File: config.mk
export PLATFORM = sky130hd
export DESIGN_NAME = binary_to_decimal_ascii_core
export DESIGN_NICKNAME = d
export VERILOG_FILES = /design/src/rtl/b2da_pkg.sv /design/src/rtl/b2da_seq.sv /design/src/rtl/b2da_dp.sv /design/src/rtl/binary_to_decimal_ascii_core.sv
export VERILOG_INCLUDE_DIRS = /design/src /design/src/rtl
export SDC_FILE = /design/constraint.sdc
export NUM_CORES = 1
export LEC_CHECK = 0
export BUFFER_PORTS_ARGS = -buffer_cell sky130_fd_sc_hd__buf_2
export CORE_MARGIN = 2
export CORE_UTILIZATION = 54
export DETAILED_ROUTE_END_ITERATION = 12
export GPL_TIMING_DRIVEN = 0
export PLACE_DENSITY = 0.83
export SLEW_MARGIN = 20
export SYNTH_ARGS = -nofsm -noshare
export SYNTH_HDL_FRONTEND = slang
export SYNTH_SLANG_ARGS = --single-unit
File: constraint.sdc
create_clock -name clock -period 2.8 [get_ports clock]
set_input_delay 0.28 -clock clock [delete_from_list [all_inputs] [get_ports clock]]
set_output_delay 0.28 -clock clock [all_outputs]
set_load 0.01 [all_outputs]
File: src/rtl/binary_to_decimal_ascii_core_macros.svh
// Assertion macros for the binary-to-decimal ASCII core.
// Standalone header; included by files that carry concurrent checks.
`ifndef BINARY_TO_DECIMAL_ASCII_CORE_MACROS_SVH
`define BINARY_TO_DECIMAL_ASCII_CORE_MACROS_SVH

// Same-cycle implication, disabled while reset is high.
`define B2DA_ASSERT_IMPL(label, clk, rst, ante, cons, msg) \
   label: assert property (@(posedge clk) disable iff (rst) (ante) |-> (cons)) \
      else $error(msg);

// Next-cycle implication, disabled while reset is high.
`define B2DA_ASSERT_NEXT(label, clk, rst, ante, cons, msg) \
   label: assert property (@(posedge clk) disable iff (rst) (ante) |=> (cons)) \
      else $error(msg);

`endif

File: src/rtl/b2da_pkg.sv
// Package for the binary-to-decimal ASCII core: widths, micro-op codes,
// control word and status types, and the microprogram ROM. No dependencies.
package b2da_pkg;

   localparam int VALUE_W    = 32;
   localparam int NUM_DIGITS = 10;
   localparam int IDX_W      = 4;
   localparam int CNT_W      = 5;
   localparam int CHAR_W     = 6;
   localparam int STEP_W     = 2;

   localparam logic [IDX_W-1:0]  TOP_IDX    = IDX_W'(NUM_DIGITS - 1);
   localparam logic [CNT_W-1:0]  LAST_SHIFT = CNT_W'(VALUE_W - 1);
   localparam logic [CHAR_W-1:0] ASCII_ZERO = 6'd48;

   typedef logic [STEP_W-1:0] step_type;

   typedef enum logic [1:0] {
      OP_LOAD   = 2'd0,
      OP_DABBLE = 2'd1,
      OP_SKIP   = 2'd2,
      OP_EMIT   = 2'd3
   } op_type;

   // Jump is taken when the named condition holds; otherwise step + 1.
   typedef enum logic [2:0] {
      JMP_NEVER       = 3'd0,
      JMP_NO_REQ      = 3'd1,
      JMP_SHIFT_LEFT  = 3'd2,
      JMP_LEAD_ZERO   = 3'd3,
      JMP_NOT_LAST_TX = 3'd4
   } cond_type;

   typedef struct packed {
      op_type   op;
      cond_type cond;
      step_type target;
   } ctrl_word_type;

   typedef struct packed {
      logic req_accept;  // input request taken this cycle
      logic shift_more;  // more shift-add-3 passes remain
      logic lead_zero;   // current top digit is a leading zero
      logic last_tx;     // final digit taken this cycle
   } status_type;

   localparam step_type STEP_LOAD   = 2'd0;
   localparam step_type STEP_DABBLE = 2'd1;
   localparam step_type STEP_SKIP   = 2'd2;
   localparam step_type STEP_EMIT   = 2'd3;

   function automatic ctrl_word_type b2da_rom(input step_type step);
      ctrl_word_type cw;
      case (step)
         STEP_LOAD:   cw = '{op: OP_LOAD,   cond: JMP_NO_REQ,      target: STEP_LOAD};
         STEP_DABBLE: cw = '{op: OP_DABBLE, cond: JMP_SHIFT_LEFT,  target: STEP_DABBLE};
         STEP_SKIP:   cw = '{op: OP_SKIP,   cond: JMP_LEAD_ZERO,   target: STEP_SKIP};
         STEP_EMIT:   cw = '{op: OP_EMIT,   cond: JMP_NOT_LAST_TX, target: STEP_EMIT};
         default:     cw = '{op: OP_LOAD,   cond: JMP_NEVER,       target: STEP_LOAD};
      endcase
      return cw;
   endfunction

endpackage

File: src/rtl/b2da_seq.sv
// Microcode sequencer: step counter, ROM lookup and conditional jumps.
// Depends on b2da_pkg.
module b2da_seq (
   input  logic                   clock,
   input  logic                   reset,
   input  b2da_pkg::status_type   status,
   output b2da_pkg::op_type       op
);
   import b2da_pkg::*;

   step_type      step_ff;
   step_type      step_in;
   ctrl_word_type cw;
   logic          take;

   always_comb begin
      cw = b2da_rom(step_ff);
      case (cw.cond)
         JMP_NEVER:       take = 1'b0;
         JMP_NO_REQ:      take = !status.req_accept;
         JMP_SHIFT_LEFT:  take = status.shift_more;
         JMP_LEAD_ZERO:   take = status.lead_zero;
         JMP_NOT_LAST_TX: take = !status.last_tx;
         default:         take = 1'b0;
      endcase
      step_in = take ? cw.target : step_ff + 1'b1;  // emit step wraps to load
      op      = cw.op;
   end

   always_ff @(posedge clock) begin
      if (reset) begin
         step_ff <= STEP_LOAD;
      end else begin
         step_ff <= step_in;
      end
   end

endmodule

File: src/rtl/b2da_dp.sv
// Datapath: binary shift register, ten BCD digit registers with add-3
// correction, shift counter and digit pointer. Depends on b2da_pkg.
module b2da_dp (
   input  logic                             clock,
   input  logic                             reset,
   input  b2da_pkg::op_type                 op,
   input  logic                             req_tvalid,
   input  logic [b2da_pkg::VALUE_W-1:0]     value,
   input  logic                             rsp_tready,
   output logic                             req_tready,
   output logic                             rsp_tvalid,
   output logic [b2da_pkg::CHAR_W-1:0]      digit_char,
   output logic                             last,
   output b2da_pkg::status_type             status
);
   import b2da_pkg::*;

   logic [VALUE_W-1:0] bin_ff, bin_in;
   logic [3:0]         dig_ff [NUM_DIGITS];
   logic [3:0]         dig_in [NUM_DIGITS];
   logic [3:0]         adj    [NUM_DIGITS];
   logic [CNT_W-1:0]   cnt_ff, cnt_in;
   logic [IDX_W-1:0]   idx_ff, idx_in;
   logic [3:0]         cur;
   logic               req_acc, rsp_acc;

   assign req_tready = (op == OP_LOAD);
   assign rsp_tvalid = (op == OP_EMIT);
   assign req_acc    = req_tvalid && req_tready;
   assign rsp_acc    = rsp_tvalid && rsp_tready;
   assign cur        = dig_ff[idx_ff];
   assign digit_char = ASCII_ZERO + {2'b00, cur};
   assign last       = (idx_ff == '0);

   assign status.req_accept = req_acc;
   assign status.shift_more = (cnt_ff != LAST_SHIFT);
   assign status.lead_zero  = (cur == 4'd0) && (idx_ff != '0);
   assign status.last_tx    = rsp_acc && last;

   always_comb begin
      for (int i = 0; i < NUM_DIGITS; i++) begin
         adj[i] = (dig_ff[i] >= 4'd5) ? dig_ff[i] + 4'd3 : dig_ff[i];
      end
      bin_in = bin_ff;
      cnt_in = cnt_ff;
      idx_in = idx_ff;
      for (int i = 0; i < NUM_DIGITS; i++) begin
         dig_in[i] = dig_ff[i];
      end
      case (op)
         OP_LOAD: begin
            if (req_acc) begin
               bin_in = value;
               cnt_in = '0;
               idx_in = TOP_IDX;
               for (int i = 0; i < NUM_DIGITS; i++) begin
                  dig_in[i] = 4'd0;
               end
            end
         end
         OP_DABBLE: begin
            dig_in[0] = {adj[0][2:0], bin_ff[VALUE_W-1]};
            for (int i = 1; i < NUM_DIGITS; i++) begin
               dig_in[i] = {adj[i][2:0], adj[i-1][3]};
            end
            bin_in = {bin_ff[VALUE_W-2:0], 1'b0};
            cnt_in = cnt_ff + 1'b1;
         end
         OP_SKIP: begin
            if (status.lead_zero) begin
               idx_in = idx_ff - 1'b1;
            end
         end
         OP_EMIT: begin
            if (rsp_acc && !last) begin
               idx_in = idx_ff - 1'b1;
            end
         end
         default: begin
            bin_in = bin_ff;
         end
      endcase
   end

   always_ff @(posedge clock) begin
      bin_ff <= bin_in;
      for (int i = 0; i < NUM_DIGITS; i++) begin
         dig_ff[i] <= dig_in[i];
      end
      if (reset) begin
         cnt_ff <= '0;
         idx_ff <= '0;
      end else begin
         cnt_ff <= cnt_in;
         idx_ff <= idx_in;
      end
   end

endmodule

File: src/rtl/binary_to_decimal_ascii_core.sv
// Binary-to-decimal ASCII converter top level: microcode sequencer plus datapath.
// Depends on b2da_pkg, b2da_seq, b2da_dp and binary_to_decimal_ascii_core_macros.svh.
//
// Each request on the req_ side carries one 32-bit unsigned number. The core
// answers with its decimal digits as ASCII characters on the rsp_ side, most
// significant first, without leading zeros; rsp_tlast marks the final digit,
// and zero gives the single character '0'. One request is handled at a time:
// req_tready is high only while the core waits for work. A request runs a
// load step, then 32 shift-add-3 passes through the ten BCD digit
// registers (one input bit per cycle), then a scan past leading zeros and
// finally the emission of the digits. Control is a four-step microprogram in
// a ROM (load, shift-add-3, skip zeros, emit) with a 2-bit step counter and
// conditional jumps; no state survives between requests.
`include "binary_to_decimal_ascii_core_macros.svh"

module binary_to_decimal_ascii_core (
   input  logic        clock,
   input  logic        reset,
   input  logic        req_tvalid,
   output logic        req_tready,
   input  logic [31:0] req_tdata,   // [31:0] value
   output logic        rsp_tvalid,
   input  logic        rsp_tready,
   output logic [7:0]  rsp_tdata,   // [5:0] digit_char, [7:6] zero
   output logic        rsp_tlast    // last digit of the number
);
   import b2da_pkg::*;

   op_type             op;
   status_type         status;
   logic [CHAR_W-1:0]  digit_char;
   logic               last;

   // Sequencer steps through the ROM program on datapath status.
   b2da_seq u_seq (
      .clock  (clock),
      .reset  (reset),
      .status (status),
      .op     (op)
   );

   // Datapath executes the current micro-op and owns both handshakes.
   b2da_dp u_dp (
      .clock      (clock),
      .reset      (reset),
      .op         (op),
      .req_tvalid (req_tvalid),
      .value      (req_tdata),
      .rsp_tready (rsp_tready),
      .req_tready (req_tready),
      .rsp_tvalid (rsp_tvalid),
      .digit_char (digit_char),
      .last       (last),
      .status     (status)
   );

   assign rsp_tdata = {2'b00, digit_char};
   assign rsp_tlast = last;

   // Never take a request while digits are still going out.
   `B2DA_ASSERT_IMPL(a_one_at_a_time, clock, reset, rsp_tvalid, !req_tready, "request taken during output")
   // After a non-final digit leaves, the next digit follows at once.
   `B2DA_ASSERT_NEXT(a_digits_continue, clock, reset, rsp_tvalid && rsp_tready && !rsp_tlast, rsp_tvalid, "digit stream broken")
   // Every character is an ASCII decimal digit.
   `B2DA_ASSERT_IMPL(a_digit_range, clock, reset, rsp_tvalid, (rsp_tdata[7:4] == 4'h3) && (rsp_tdata[3:0] <= 4'd9), "character is not a digit")
   // A fresh request first runs the conversion, never output straight away.
   `B2DA_ASSERT_NEXT(a_convert_first, clock, reset, req_tvalid && req_tready, !rsp_tvalid && !req_tready, "output without conversion")

endmodule
### Yosys cells after proc, flatten, opt, wreduce, memory -nomap -nowiden

Memory sizes are Yosys's and may differ from the RTL's. A register that Yosys moved wholly into a read port is not among the register bits.
Index checks and enable logic that the tools add are counted.
W data, S select, Z words.

* bits in registers: 43
* output and inout bits: 11
* bits of input ports: 36
* memories kept: 1
* bits in writable memories: 40
* logic and storage cells: 85

* magnitude comparators: 10
* mux-type cells: 25
* reduce and logical (&&, ||, !) cells: 17
* $add $sub $neg: 14
* equality and inequality tests: 14

Memory list
* u_dp.dig_ff: words 10, bits a word 4, rd ports 11, clocked after Yosys merged registers in 1, wr ports 10, line b2da_dp.sv:19 `logic [3:0] dig_ff [NUM_DIGITS];`

Operator list (count)
* $pmux W40 S2: 1
* $pmux W32 S2: 1
* $mux W4: 14
* $ge A4 B3 Y1 const B: 10
* $mux W40: 1
* $add A4 B2 Y4 const B: 9
* $mux W32: 1
* $pmux W7 S4: 1
* $pmux W4 S3: 1
* $pmux W5 S2: 1
* $eq A2 B2 Y1 const B: 4
* $logic_not A4 Y1: 2
* $add A5 B5 Y6 const A: 1
* $eq A3 B2 Y1 const B: 2
* $ne A2 B2 Y1 const B: 3
* $add A5 B1 Y5 const B: 1
* $logic_and A1 B1 Y1: 5
* $mux W5: 1
* $ne A5 B5 Y1 const B: 1
* $eq A2 B1 Y1 const B: 2
* $logic_not A2 Y1: 2
* $pmux W1 S4: 1
* $reduce_and A4 Y1: 1
* $reduce_bool A4 Y1: 1
* 11 further kinds: 13

### Longest topological paths before layout

Gate-level depths: netlist (run 1).

* depth in word-level cells: 9
* mapped depth: 9
* depth with buffers taken out: 9

### Cells and area by module

A second synthesis (run 1) with hierarchy kept.

* cell total of the unflattened synthesis: 500
* area, all modules: 4932.2 um^2

By module, submodules not included
* b2da_dp: cells each 475, instances 1, seq. area each 2422.3 um^2, area each 4684.5 um^2
* b2da_seq: cells each 22, instances 1, seq. area each 40.0 um^2, area each 229.0 um^2
* binary_to_decimal_ascii_core: cells each 3, instances 1, seq. area each 0.0 um^2, area each 18.8 um^2

### Least setup slack after synthesis (run 1)

OpenSTA, ideal clock, no wires.

* kind: register to register
* start point: register u_seq.step_ff[0]
* end point: register u_dp.cnt_ff[2]
* slack: -0.274 ns
* data required time: 2.735 ns
* stages on the path, launching flop included: 9
* path buffers: 0
* clock period less this slack: 3.074 ns
* library setup time: 0.065 ns
* arrival time: 3.009 ns
* cell sequence: dfxtp_1 > inv_1 > ha_1 > mux2i_1 > inv_1 > nand2_1 > nor3b_1 > a21oi_1 > nor2_1

* longest elaborated chain between the ends: 6
* elaborated cells on any way between the ends: 12
* classes of those cells: 5 x eq/ne; 2 x mux; 5 x reduce/logical

RTL lines
* start: declaration: line b2da_seq.sv:11 `step_type step_ff;`
* start signal: assignment: line b2da_seq.sv:34 `step_ff <= step_in;`
* $eq A2 B2 Y1, or another cell as far along: line b2da_pkg.sv:54 `case (step)`
* $pmux W7 S4 (*): line b2da_pkg.sv:54
* $logic_not A2 Y1 (*): line b2da_dp.sv:27 `assign req_tready = (op == OP_LOAD);`
* named net req_tready: line binary_to_decimal_ascii_core.sv:20 `output logic req_tready,`
* $logic_and A1 B1 Y1: line b2da_dp.sv:29 `assign req_acc = req_tvalid && req_tready;`
* $ne A2 B2 Y1 (no source line)
* $reduce_and A2 Y1 (no source line)
* end signal: assignment: line b2da_dp.sv:94 `cnt_ff <= cnt_in;`
* end: declaration: line b2da_dp.sv:22 `logic [CNT_W-1:0] cnt_ff, cnt_in;`

Mark *: on every way through the listed nets, which the timed path passes. The rest lies on a longest branch.
A chain may end at the register's enable or synchronous reset.

==> results of run 1 <==
[where the power goes]
part	internal, W	leakage, nW	switching [W]
Clock	0.000443	0.113	0.000533
Sequential	0.00220	0.835	0.000432
Combinational	0.00138	1.24	0.00174
Total	0.00403	2.19	0.00271
[per-stage QoR]
step           total power (W)  util [%]  cells
6_report               0.00674      63.2    609
2_1_floorplan          0.00494         -    441
5_1_grt                0.00725      63.2    609
3_3_place_gp           0.00556      60.3    591
3_5_place_dp           0.00577      60.7    593
4_1_cts                0.00676      63.2    609
[kinds of logic (layout without fill, tap and decap cells)]
| kind of cell | count (synthesis) | in the layout | share of synthesized area [%] |
|---|---|---|---|
| AND/OR/NAND/NOR | 125 | 125 | 11.5 |
| multiplexers | 59 | 59 | 14.1 |
| XOR/XNOR | 19 | 19 | 3.36 |
| flip-flops | 87 | 87 | 49.8 |
| buffers and inverters | 51 | 111 | 5.08 |
| other | 2 | 4 | 0.152 |
| adder cells (fa/ha/maj) | 29 | 29 | 7.33 |
| AO/OA/AOI/OAI | 67 | 67 | 8.62 |
[state kept, by name (all words and copies together), names as in the netlist, named ones only]
name           cells
u_dp.idx_ff        4
u_seq.step_ff      2
u_dp.bin_ff       32
u_dp.cnt_ff        5
u_dp.dig_ff       40
[cell usage after synthesis (7+ instances only)]
cell type and number:
a21boi_0 10, xor2_1 9, dfxtp_1 15, a21oi_1 23, and2_1 7, inv_1 33
mux2_2 31, nand2b_1 10, o21ai_0 19, nor3_1 13, xnor2_1 10, edfxtp_1 72
nor2_1 44, mux2i_1 17, nand2_1 34, ha_1 29
[final cells by class]
| type | count | area (um^2) | area share [%] |
|---|---|---|---|
| Multi-Input combinational cell | 303 | 2240 | 40.3 |
| Inverter | 33 | 128 | 2.29 |
| Sequential cell | 87 | 2460 | 44.2 |
| Clock inverter | 7 | 97.6 | 1.75 |
| Clock buffer | 9 | 124 | 2.22 |
| Buffer | 18 | 128 | 2.29 |
| Tap cell | 108 | 135 | 2.43 |
| Timing Repair Buffer | 44 | 250 | 4.49 |
[path summary, 6_finish.rpt]
check,endpoint,start,depth (start not counted),slack (ps)
setup reg to reg,u_dp.dig_ff[3][1]$_SDFFCE_PN0P_,u_seq.step_ff[0]$_SDFF_PP0_,6,290
setup / recovery,u_dp.dig_ff[3][1]$_SDFFCE_PN0P_,u_seq.step_ff[0]$_SDFF_PP0_,6,290
hold / removal,u_dp.bin_ff[25]$_DFFE_PP_,req_tdata[25],2,190
hold reg to reg,u_dp.cnt_ff[4]$_SDFFE_PP0P_,u_dp.cnt_ff[4]$_SDFFE_PP0P_,2,470
[cells in the final DEF (no fill, tap or decap), drive strengths merged, types with 15 or more instances in the layout]
| master | netlist | layout |
|---|---|---|
| nor2 | 44 | 44 |
| inv | 33 | 36 |
| dfxtp | 15 | 15 |
| mux2 | 38 | 38 |
| o21ai | 20 | 20 |
| nand2 | 34 | 34 |
| mux2i | 17 | 17 |
| buf | 12 | 56 |
| edfxtp | 72 | 72 |
| a21oi | 23 | 23 |
| ha | 29 | 29 |
[routing by layer]
layer / GRT usage (%) / vias to the layer above / share of wire (%)
met4: 5.48 / 0 / 1.4
met3: 5.62 / 14 / 5.0
met2: 31.8 / 86 / 47
met1: 25.0 / 1607 / 46
met5: 0 / - / 0
li1: - / 1653 / -
==> flow_metrics.env, run 1 <==
export IMPL_status="complete, no violations"
export IMPL_hpwl_mm=6.37
export IMPL_layout_drive_gt1_share_pct=22.8
export IMPL_cp_slowest_stage_delay_ps=500
export IMPL_leakage_nw=2.19
export IMPL_arrival_ps=2630
export IMPL_crit_family="buffers and inverters"
export IMPL_crit_path_top_delay_cell="clkinvlp_4"
export IMPL_clockBufferDepth=2
export IMPL_worst_path_most_repeated_cell="buf_12"
export IMPL_antenna_found_initial=0
export IMPL_vias=3360
export IMPL_clock_sinks=87
export IMPL_setup_viol=0
export IMPL_fillers=670
export IMPL_end_kind="flip-flop"
export IMPL_path_max_fanout=35
export IMPL_holdWs_ps=190
export IMPL_max_slew_margin_rel_pct=61.4
export IMPL_start_util_pct=56.2
export IMPL_rows=34
export IMPL_tns_ps=0
export IMPL_grt_pass1_wl_mm=15.3
export IMPL_synth_area_um2=4950
export IMPL_setup_slack_ps=294
export IMPL_clk_pin_slew_ps=110
export IMPL_post_cts_setup_buffer_count=0
export IMPL_avgRoutedWirePerCell_um=14.8
export IMPL_syn_area_per_cell_um2=11.3
export IMPL_synth_area_top_cells="edfxtp_1 (44%), ha_1 (7.3%), mux2_2 (7.1%)"
export IMPL_dpl_instance_area_um2=5350
export IMPL_crit_required_ps=2930
export IMPL_dieArea_um2=9940
export IMPL_fp_dieH_um=99.7
export IMPL_ant_nets=0
export IMPL_finish_instance_area_um2=5570
export IMPL_grt_use_total_pct=19.3
export IMPL_ios=47
export IMPL_clock_skew_ps=10.8
export IMPL_cts_tree="yes"
export IMPL_holdBufCountCts=0
export IMPL_cp_start_kind="flip-flop"
export IMPL_synth_seq_cells=87
export IMPL_port_buffers=42
export IMPL_syn_to_final_growth_pct=12.5
export IMPL_power_density_nw_per_um2=1210
export IMPL_root_buffer="clkbuf_8"
export IMPL_clk_latency_ps=380
export IMPL_finalWorstPathRequiredPeriod_ps=2510
export IMPL_synth_ff_type="edfxtp_1"
export IMPL_diodes=0
export IMPL_avgViaCountPerCell=5.52
export IMPL_ys_seq_area_share_pct=49.8
export IMPL_routabilityCongestion=0.866
export IMPL_die_w_um=99.7
export IMPL_crit_buf_inv=4
export IMPL_rsz0062_at_grt="no"
export IMPL_drv_cap=0
export IMPL_worstSetupPathType="flip-flop to flip-flop"
export IMPL_yosys_cell_types_count=49
export IMPL_ir_drop_uv=617
export IMPL_synthCells=439
export IMPL_timing_final_crit_share_pct=89.5
export IMPL_cts_buffers=9
export IMPL_synthArstFlopShare_pct=0
export IMPL_cts_resized=0
export IMPL_overflow=0
export IMPL_crit_chain="inv_1 > ha_1 > mux2i_1 > clkinvlp_4 > buf_12 > buf_12"
export IMPL_grt_pass1_vias=3406
export IMPL_h_tree_depth=3
export IMPL_drc=0
export IMPL_synth_edf_count=72
export IMPL_synth_top_area_share_pct=43.7
export IMPL_tightest_slew_ps=578
export IMPL_final_hold_viol_count=0
export IMPL_hold_class="primary input to flip-flop"
export IMPL_yosysWarnings=0
export IMPL_fin_nets=561
export IMPL_wirelength_mm=9.00
export IMPL_drv_slew=0
export IMPL_drt_iter0_drc=232
export IMPL_fmax_mhz=399
export IMPL_pre_cts_slack_ps=321
export IMPL_fp_coreArea_um2=8810
export IMPL_firstDrtPassIters=5
export IMPL_synth_area_leader_cell="edfxtp_1"
export IMPL_grt_start_max_net_pins=36
No activity file was read; power rests on OpenSTA's default activity.
==> inputs of run 2 (changes only) <==
SYNTH_HIERARCHICAL = 1   (was default)
==> run 2 against run 1 <==
  * First-iteration DRC count fell by 2.6%
  * Sequential power grew 3%
  * Cell count increased by 9.9%
  * Wire length up 5.3%
  * Critical path depth is 2 higher
  * Sequential cell count unchanged
  * Clock skew down 3.7 ps
  * Utilization decreased by 0.81 points
  * Fmax decreased by 2.5%
  * Final area is 1.3% lower
  * Via count up 7.6%
  * Critical path type unchanged
  * Highest routed layer unchanged
==> flow_metrics.env, run 2 <==
export IMPL_synthCells=500
export IMPL_diodes=0
export IMPL_synth_area_leader_cell="edfxtp_1"
export IMPL_fmax_mhz=389
export IMPL_die_w_um=99.6
export IMPL_start_util_pct=56.0
export IMPL_ir_drop_uv=534
export IMPL_p_sw_share_pct=41.7
export IMPL_grt_use_total_pct=20.5
export IMPL_p_seq_share_pct=42.7
export IMPL_crit_required_ps=2890
export IMPL_tightest_slew_ps=674
export IMPL_avgRoutedWirePerCell_um=14.2
export IMPL_layout_commonest_cell="nand2_1"
export IMPL_synth_ff_type="edfxtp_1"
export IMPL_crit_chain="inv_1 > ha_1 > nor2_1 > inv_2 > nand2_1 > clkbuf_1 > clkbuf_1 > nor2_1"
export IMPL_drv_slew=0
export IMPL_path_max_fanout=10
export IMPL_routabilityCongestion=0.881
export IMPL_combPwrFrac_pct=44.6
export IMPL_cts_resized=0
export IMPL_synth_area_um2=4930
export IMPL_grt_pass1_vias=3602
export IMPL_h_tree_depth=3
export IMPL_max_slew_margin_rel_pct=55.1
export IMPL_status="complete, no violations"
export IMPL_crit_path_top_delay_cell="clkbuf_1"
export IMPL_cts_buffers=9
export IMPL_reg_top3="u_dp/dig_ff (40), u_dp/bin_ff (32), u_dp/cnt_ff (5)"
export IMPL_dp_cells=653
export IMPL_largest_register="u_dp/dig_ff"
export IMPL_fp_dieH_um=99.6
export IMPL_rsz0062_at_grt="yes"
export IMPL_firstDrtPassIters=5
export IMPL_ys_seq_area_share_pct=49.9
export IMPL_setup_slack_ps=230
export IMPL_antenna_found_initial=0
export IMPL_clockBufferDepth=2
export IMPL_synth_seq_cells=87
export IMPL_leakage_nw=2.27
export IMPL_grt_pass1_wl_mm=16.4
export IMPL_cp_start_kind="flip-flop"
export IMPL_rr_endpoint="u_dp/dig_ff[5][1]$_SDFFCE_PN0P_"
export IMPL_port_buffers=42
export IMPL_yosysWarnings=6
export IMPL_finalWorstPathRequiredPeriod_ps=2570
export IMPL_synth_top_area_share_pct=43.8
export IMPL_grt_start_max_net_pins=59
export IMPL_hpwl_mm=7.00
export IMPL_clock_skew_ps=7.13
export IMPL_dpl_instance_area_um2=5320
export IMPL_r2r_worst_path_cells=8
export IMPL_power_switching_w=0.00263
export IMPL_drv_cap=0
export IMPL_arrival_ps=2660
export IMPL_fin_nets=620
export IMPL_ios=47
export IMPL_avgViaCountPerCell=5.40
export IMPL_dieArea_um2=9910
export IMPL_layout_common_cells="nand2_1 (125), edfxtp_1 (72), nor2_1 (54), buf_2 (42), a21oi_1 (41)"
export IMPL_r2r_slack_ps=230
export IMPL_ant_nets=0
export IMPL_layout_drive_gt1_share_pct=17.1
export IMPL_syn_area_per_cell_um2=9.86
export IMPL_rows=34
export IMPL_setup_viol=0
export IMPL_wirelength_mm=9.47
export IMPL_end_kind="flip-flop"
export IMPL_clk_latency_ps=350
export IMPL_hold_depth=3
export IMPL_largest_reg_flops=40
export IMPL_clk_pin_slew_ps=90
export IMPL_timing_final_crit_share_pct=91.8
export IMPL_cp_slowest_stage_delay_ps=460
export IMPL_holdWs_ps=194
export IMPL_synth_area_top_cells="edfxtp_1 (44%), nand2_1 (9.5%), ha_1 (7.1%)"
export IMPL_regArea_um2=2460
export IMPL_power_density_nw_per_um2=1150
export IMPL_overflow=0
export IMPL_finish_instance_area_um2=5500
export IMPL_post_cts_setup_buffer_count=0
export IMPL_internal_power_w=0.00368
export IMPL_holdBufCountCts=0
export IMPL_fin_cells=669
export IMPL_hold_class="primary input to flip-flop"
export IMPL_pre_cts_slack_ps=179
export IMPL_synthArstFlopShare_pct=0
export IMPL_r2r_start="u_seq/step_ff[0]$_SDFF_PP0_"
export IMPL_hp_start="req_tdata[6]"
export IMPL_synth_commonest_cells="nand2_1 (125), edfxtp_1 (72), nor2_1 (55)"
export IMPL_cts_tree="yes"
export IMPL_synth_most_common_cell="nand2_1"
export IMPL_clock_sinks=87
export IMPL_multi_input_area_um2=2240
export IMPL_clockPowerShare_pct=12.6
export IMPL_synth_edf_count=72
export IMPL_final_hold_viol_count=0
export IMPL_root_buffer="clkbuf_8"
export IMPL_drt_iter0_drc=226
export IMPL_worstSetupPathType="flip-flop to flip-flop"
export IMPL_syn_to_final_growth_pct=11.4
export IMPL_yosys_cell_types_count=47
export IMPL_min_to="u_dp/bin_ff[6]$_DFFE_PP_"
export IMPL_drc=0
export IMPL_fillers=740
export IMPL_vias=3615
export IMPL_fp_coreArea_um2=8810
-- run 2: changes by cell type in the layout (fill, tap and decap cells not counted), sizes merged, moves of 5 or more --
cell	change
o21ai	-6
a21oi	+18
a21boi	-10
and2	-5
mux2i	-5
mux2	-30
clkbuf	+7
nand2	+91
nor2	+12
-- run 2: metal layers --
layer | up-vias | wire length, um | global-route usage [%] | part of all wire [%]
li1 | 1806 | - | - | -
met1 | 1720 | 4370 | 27.0 | 46
met2 | 82 | 4610 | 34.8 | 49
met3 | 7 | 414 | 4.22 | 4.4
met4 | 0 | 72 | 5.37 | 0.76
met5 | - | 0 | 0 | 0
-- run 2: how the worst max path moves through the flow --
stage,startpoint,endpoint,slack (ps)
floorplan,u_seq/step_ff[1]$_SDFF_PP0_,u_dp/bin_ff[0]$_SDFFCE_PP0P_,170
global placement,u_seq/step_ff[0]$_SDFF_PP0_,u_dp/dig_ff[3][2]$_SDFFCE_PN0P_,-360
detailed placement,u_seq/step_ff[0]$_SDFF_PP0_,u_dp/dig_ff[3][1]$_SDFFCE_PN0P_,180
CTS,u_seq/step_ff[0]$_SDFF_PP0_,u_dp/dig_ff[2][0]$_SDFFCE_PN0P_,160
global route,u_seq/step_ff[0]$_SDFF_PP0_,u_dp/dig_ff[9][1]$_SDFFCE_PN0P_,-10
finish,u_seq/step_ff[0]$_SDFF_PP0_,u_dp/dig_ff[5][1]$_SDFFCE_PN0P_,230
-- run 2: area by class of cell --
| class | count | share of cell area (%) |
|---|---|---|
| buffer | 21 | 2.44 |
| clock buffer | 9 | 2.25 |
| clock inverter | 7 | 0.979 |
| inverter | 29 | 2.03 |
| multi-input combinational | 365 | 40.7 |
| sequential | 87 | 44.8 |
| tap | 108 | 2.46 |
| timing repair buffer | 43 | 4.33 |
-- run 2: logic make-up (layout without fill, tap and decap cells) --
| group | after synthesis | in the layout | synth area share (%) |
|---|---|---|---|
| other | 2 | 4 | 0.152 |
| AOI/OAI and AO/OA | 68 | 68 | 9.39 |
| muxes | 24 | 24 | 6.09 |
| xor gates and xnor gates | 19 | 19 | 3.37 |
| DFF | 87 | 87 | 49.9 |
| and+or+nand+nor | 222 | 222 | 19.1 |
| adders and majority gates | 28 | 28 | 7.10 |
| buffers and inverters | 50 | 109 | 4.90 |
-- run 2: power by group through the flow --
stage | registers (W) | clock network [W] | logic [W]
5_1_grt | 0.00278 | 0.000873 | 0.00321
4_1_cts | 0.00269 | 0.000821 | 0.00282
2_1_floorplan | 0.00257 | 0 | 0.00217
3_5_place_dp | 0.00272 | 0 | 0.00281
6_report | 0.00270 | 0.000797 | 0.00282
3_3_place_gp | 0.00270 | 0 | 0.00260
-- run 2: through the flow --
stage | TNS, ps | power [W] | util, %
floorplan | 0 | 0.00474 | -
global placement | -26420 | 0.00530 | 60.0
detailed placement | 0 | 0.00553 | 60.4
CTS | 0 | 0.00633 | 62.4
global route | -19.9 | 0.00686 | 62.4
finish | 0 | 0.00631 | 62.4
-- run 2: worst max-delay path: cells and delay by family, from the launching register on --
family | cells | cell delay [ps]
flops | 1 | 420
simple gates | 3 | 530
buf+inv | 4 | 1120
fa+ha+maj | 1 | 230
==> inputs of run 3 (changes only) <==
MAX_ROUTING_LAYER = met4   (was default)
==> run 3 against run 2 <==
  * Worst setup slack worse by 7.4 ps
  * Sequential share of layout area did not move
  * Critical endpoint unchanged
  * Sequential power about the same
  * Utilization unchanged
  * Clock power up 1%
  * Fmax is 0.29% lower
  * Power is 0.10% higher
  * Largest power group unchanged
  * Count of clock-buffer cells in the layout stayed put
  * Die area unchanged
  * Global-route usage grew 0.65 points
==> flow_metrics.env, run 3 (synthesized netlist as in run 2, its figures left out) <==
export IMPL_crit_path_top_delay_cell="clkbuf_1"
export IMPL_port_buffers=42
export IMPL_timing_final_crit_share_pct=92.0
export IMPL_worstSetupPathType="flip-flop to flip-flop"
export IMPL_met3_usage_pct=3.23
export IMPL_cp_slowest_stage_delay_ps=450
export IMPL_hpwl_mm=7.00
export IMPL_layout_drive_gt1_share_pct=17.1
export IMPL_crit_chain="inv_1 > ha_1 > nor2_1 > inv_2 > nand2_1 > clkbuf_1 > clkbuf_1 > nor2_1"
export IMPL_ant_nets=0
export IMPL_drt_iter0_drc=215
export IMPL_die_w_um=99.6
export IMPL_clk_pin_slew_ps=90
export IMPL_grt_start_max_net_pins=59
export IMPL_path_max_fanout=10
export IMPL_drv_cap=0
export IMPL_avgRoutedWirePerCell_um=14.2
export IMPL_drv_slew=0
export IMPL_routabilityCongestion=0.896
export IMPL_fp_dieH_um=99.6
export IMPL_avgViaCountPerCell=5.37
export IMPL_grt_met2_usage_pct=34.8
export IMPL_final_core_util_pct=62.4
export IMPL_clock_skew_ps=7.54
export IMPL_crit_family="buffers and inverters"
export IMPL_root_buffer="clkbuf_8"
export IMPL_vias=3592
export IMPL_cp_start_kind="flip-flop"
export IMPL_syn_to_final_growth_pct=11.4
export IMPL_layout_common_cells="nand2_1 (125), edfxtp_1 (72), nor2_1 (54), buf_2 (42), a21oi_1 (41)"
export IMPL_cts_resized=0
export IMPL_clock_sinks=87
export IMPL_pre_cts_slack_ps=179
export IMPL_top_usage_layer="met2"
export IMPL_reg_top3="u_dp/dig_ff (40), u_dp/bin_ff (32), u_dp/cnt_ff (5)"
export IMPL_setup_viol=0
export IMPL_end_kind="flip-flop"
export IMPL_ios=47
export IMPL_largest_register="u_dp/dig_ff"
export IMPL_largest_reg_flops=40
export IMPL_grt_use_total_pct=21.2
export IMPL_crit_buf_inv=4
export IMPL_cts_buffers=9
export IMPL_start_util_pct=56.0
export IMPL_fmax_mhz=388
export IMPL_cts_tree="yes"
export IMPL_clk_latency_ps=360
export IMPL_grt_pass1_wl_mm=16.4
export IMPL_fin_cells=669
export IMPL_drc=0
export IMPL_fin_nets=620
export IMPL_dp_cells=653
export IMPL_layout_commonest_cell="nand2_1"
export IMPL_hold_class="primary input to flip-flop"
export IMPL_r2r_slack_ps=220
export IMPL_rows=34
export IMPL_setup_slack_ps=223
export IMPL_arrival_ps=2670
export IMPL_status="complete, no violations"
export IMPL_finalWorstPathRequiredPeriod_ps=2580
export IMPL_leakage_nw=2.27
export IMPL_power_w=0.00632
export IMPL_clockBufferDepth=2
export IMPL_diodes=0
export IMPL_firstDrtPassIters=4
export IMPL_antenna_found_initial=0
export IMPL_overflow=0
export IMPL_dieArea_um2=9910
export IMPL_crit_required_ps=2900
export IMPL_power_density_nw_per_um2=1150
export IMPL_final_hold_viol_count=0
export IMPL_fillers=740
export IMPL_holdBufCountCts=0
export IMPL_tightest_slew_ps=643
export IMPL_met1_usage_pct=27.2
export IMPL_rsz0062_at_grt="yes"
export IMPL_wirelength_mm=9.51
export IMPL_fp_coreArea_um2=8810
export IMPL_max_slew_margin_rel_pct=57.1
export IMPL_post_cts_setup_buffer_count=0
export IMPL_h_tree_depth=3
export IMPL_ir_drop_uv=531
export IMPL_grt_pass1_vias=3598
-- run 3: cell counts in the layout (fill, tap and decap cells not counted) --
No cell type changed its count.
-- run 3: path summary, 6_finish.rpt --
check / start / end / depth (start not counted)
max: u_seq/step_ff[0]$_SDFF_PP0_ / u_dp/dig_ff[5][1]$_SDFFCE_PN0P_ / 8
min reg2reg: u_dp/cnt_ff[4]$_SDFFE_PP0P_ / u_dp/cnt_ff[4]$_SDFFE_PP0P_ / 2
min: req_tdata[25] / u_dp/bin_ff[25]$_DFFE_PP_ / 3
max reg2reg: u_seq/step_ff[0]$_SDFF_PP0_ / u_dp/dig_ff[5][1]$_SDFFCE_PN0P_ / 8
-- run 3: cell type report --
type                    instances  area, um^2  area share (%)
multi-input cells             365        2240            40.7
repair buffers                 43         238            4.33
plain buffers                  21         134            2.44
flip-flops and latches         87        2460            44.8
clock inverters                 7        53.8           0.979
inverters                      29         111            2.03
well taps                     108         135            2.46
clock buffers                   9         124            2.25
-- run 3: layer usage --
layer / up-vias / part of all wire [%]
met1: 1693 / 46
met3: 11 / 4.4
met5: - / 0
met2: 85 / 48
met4: 0 / 1.3
li1: 1803 / -
-- run 3: stage by stage --
step / instance area [um^2] / setup TNS [ps] / hold slack, ps
after global placement: 5290 / -26420 / 460
after CTS: 5490 / 0 / 174
after detailed placement: 5320 / 0 / 467
after global routing: 5500 / -20.0 / 177
final: 5500 / 0 / 183
after floorplan: 4940 / 0 / 439
-- run 3: report_power, final --
part	switching, W	total [W]	internal (W)
Combinational	0.00172	0.00281	0.00109
Sequential	0.000445	0.00270	0.00225
Clock	0.000475	0.000805	0.000330
Total	0.00264	0.00632	0.00368
-- run 3: worst register-to-register path, cell delays in order (launching register included) --
cell and delay, ps:
dfxtp_1 420, inv_1 90, ha_1 230, nor2_1 290, inv_2 140, nand2_1 150, clkbuf_1 440, clkbuf_1 450
nor2_1 110
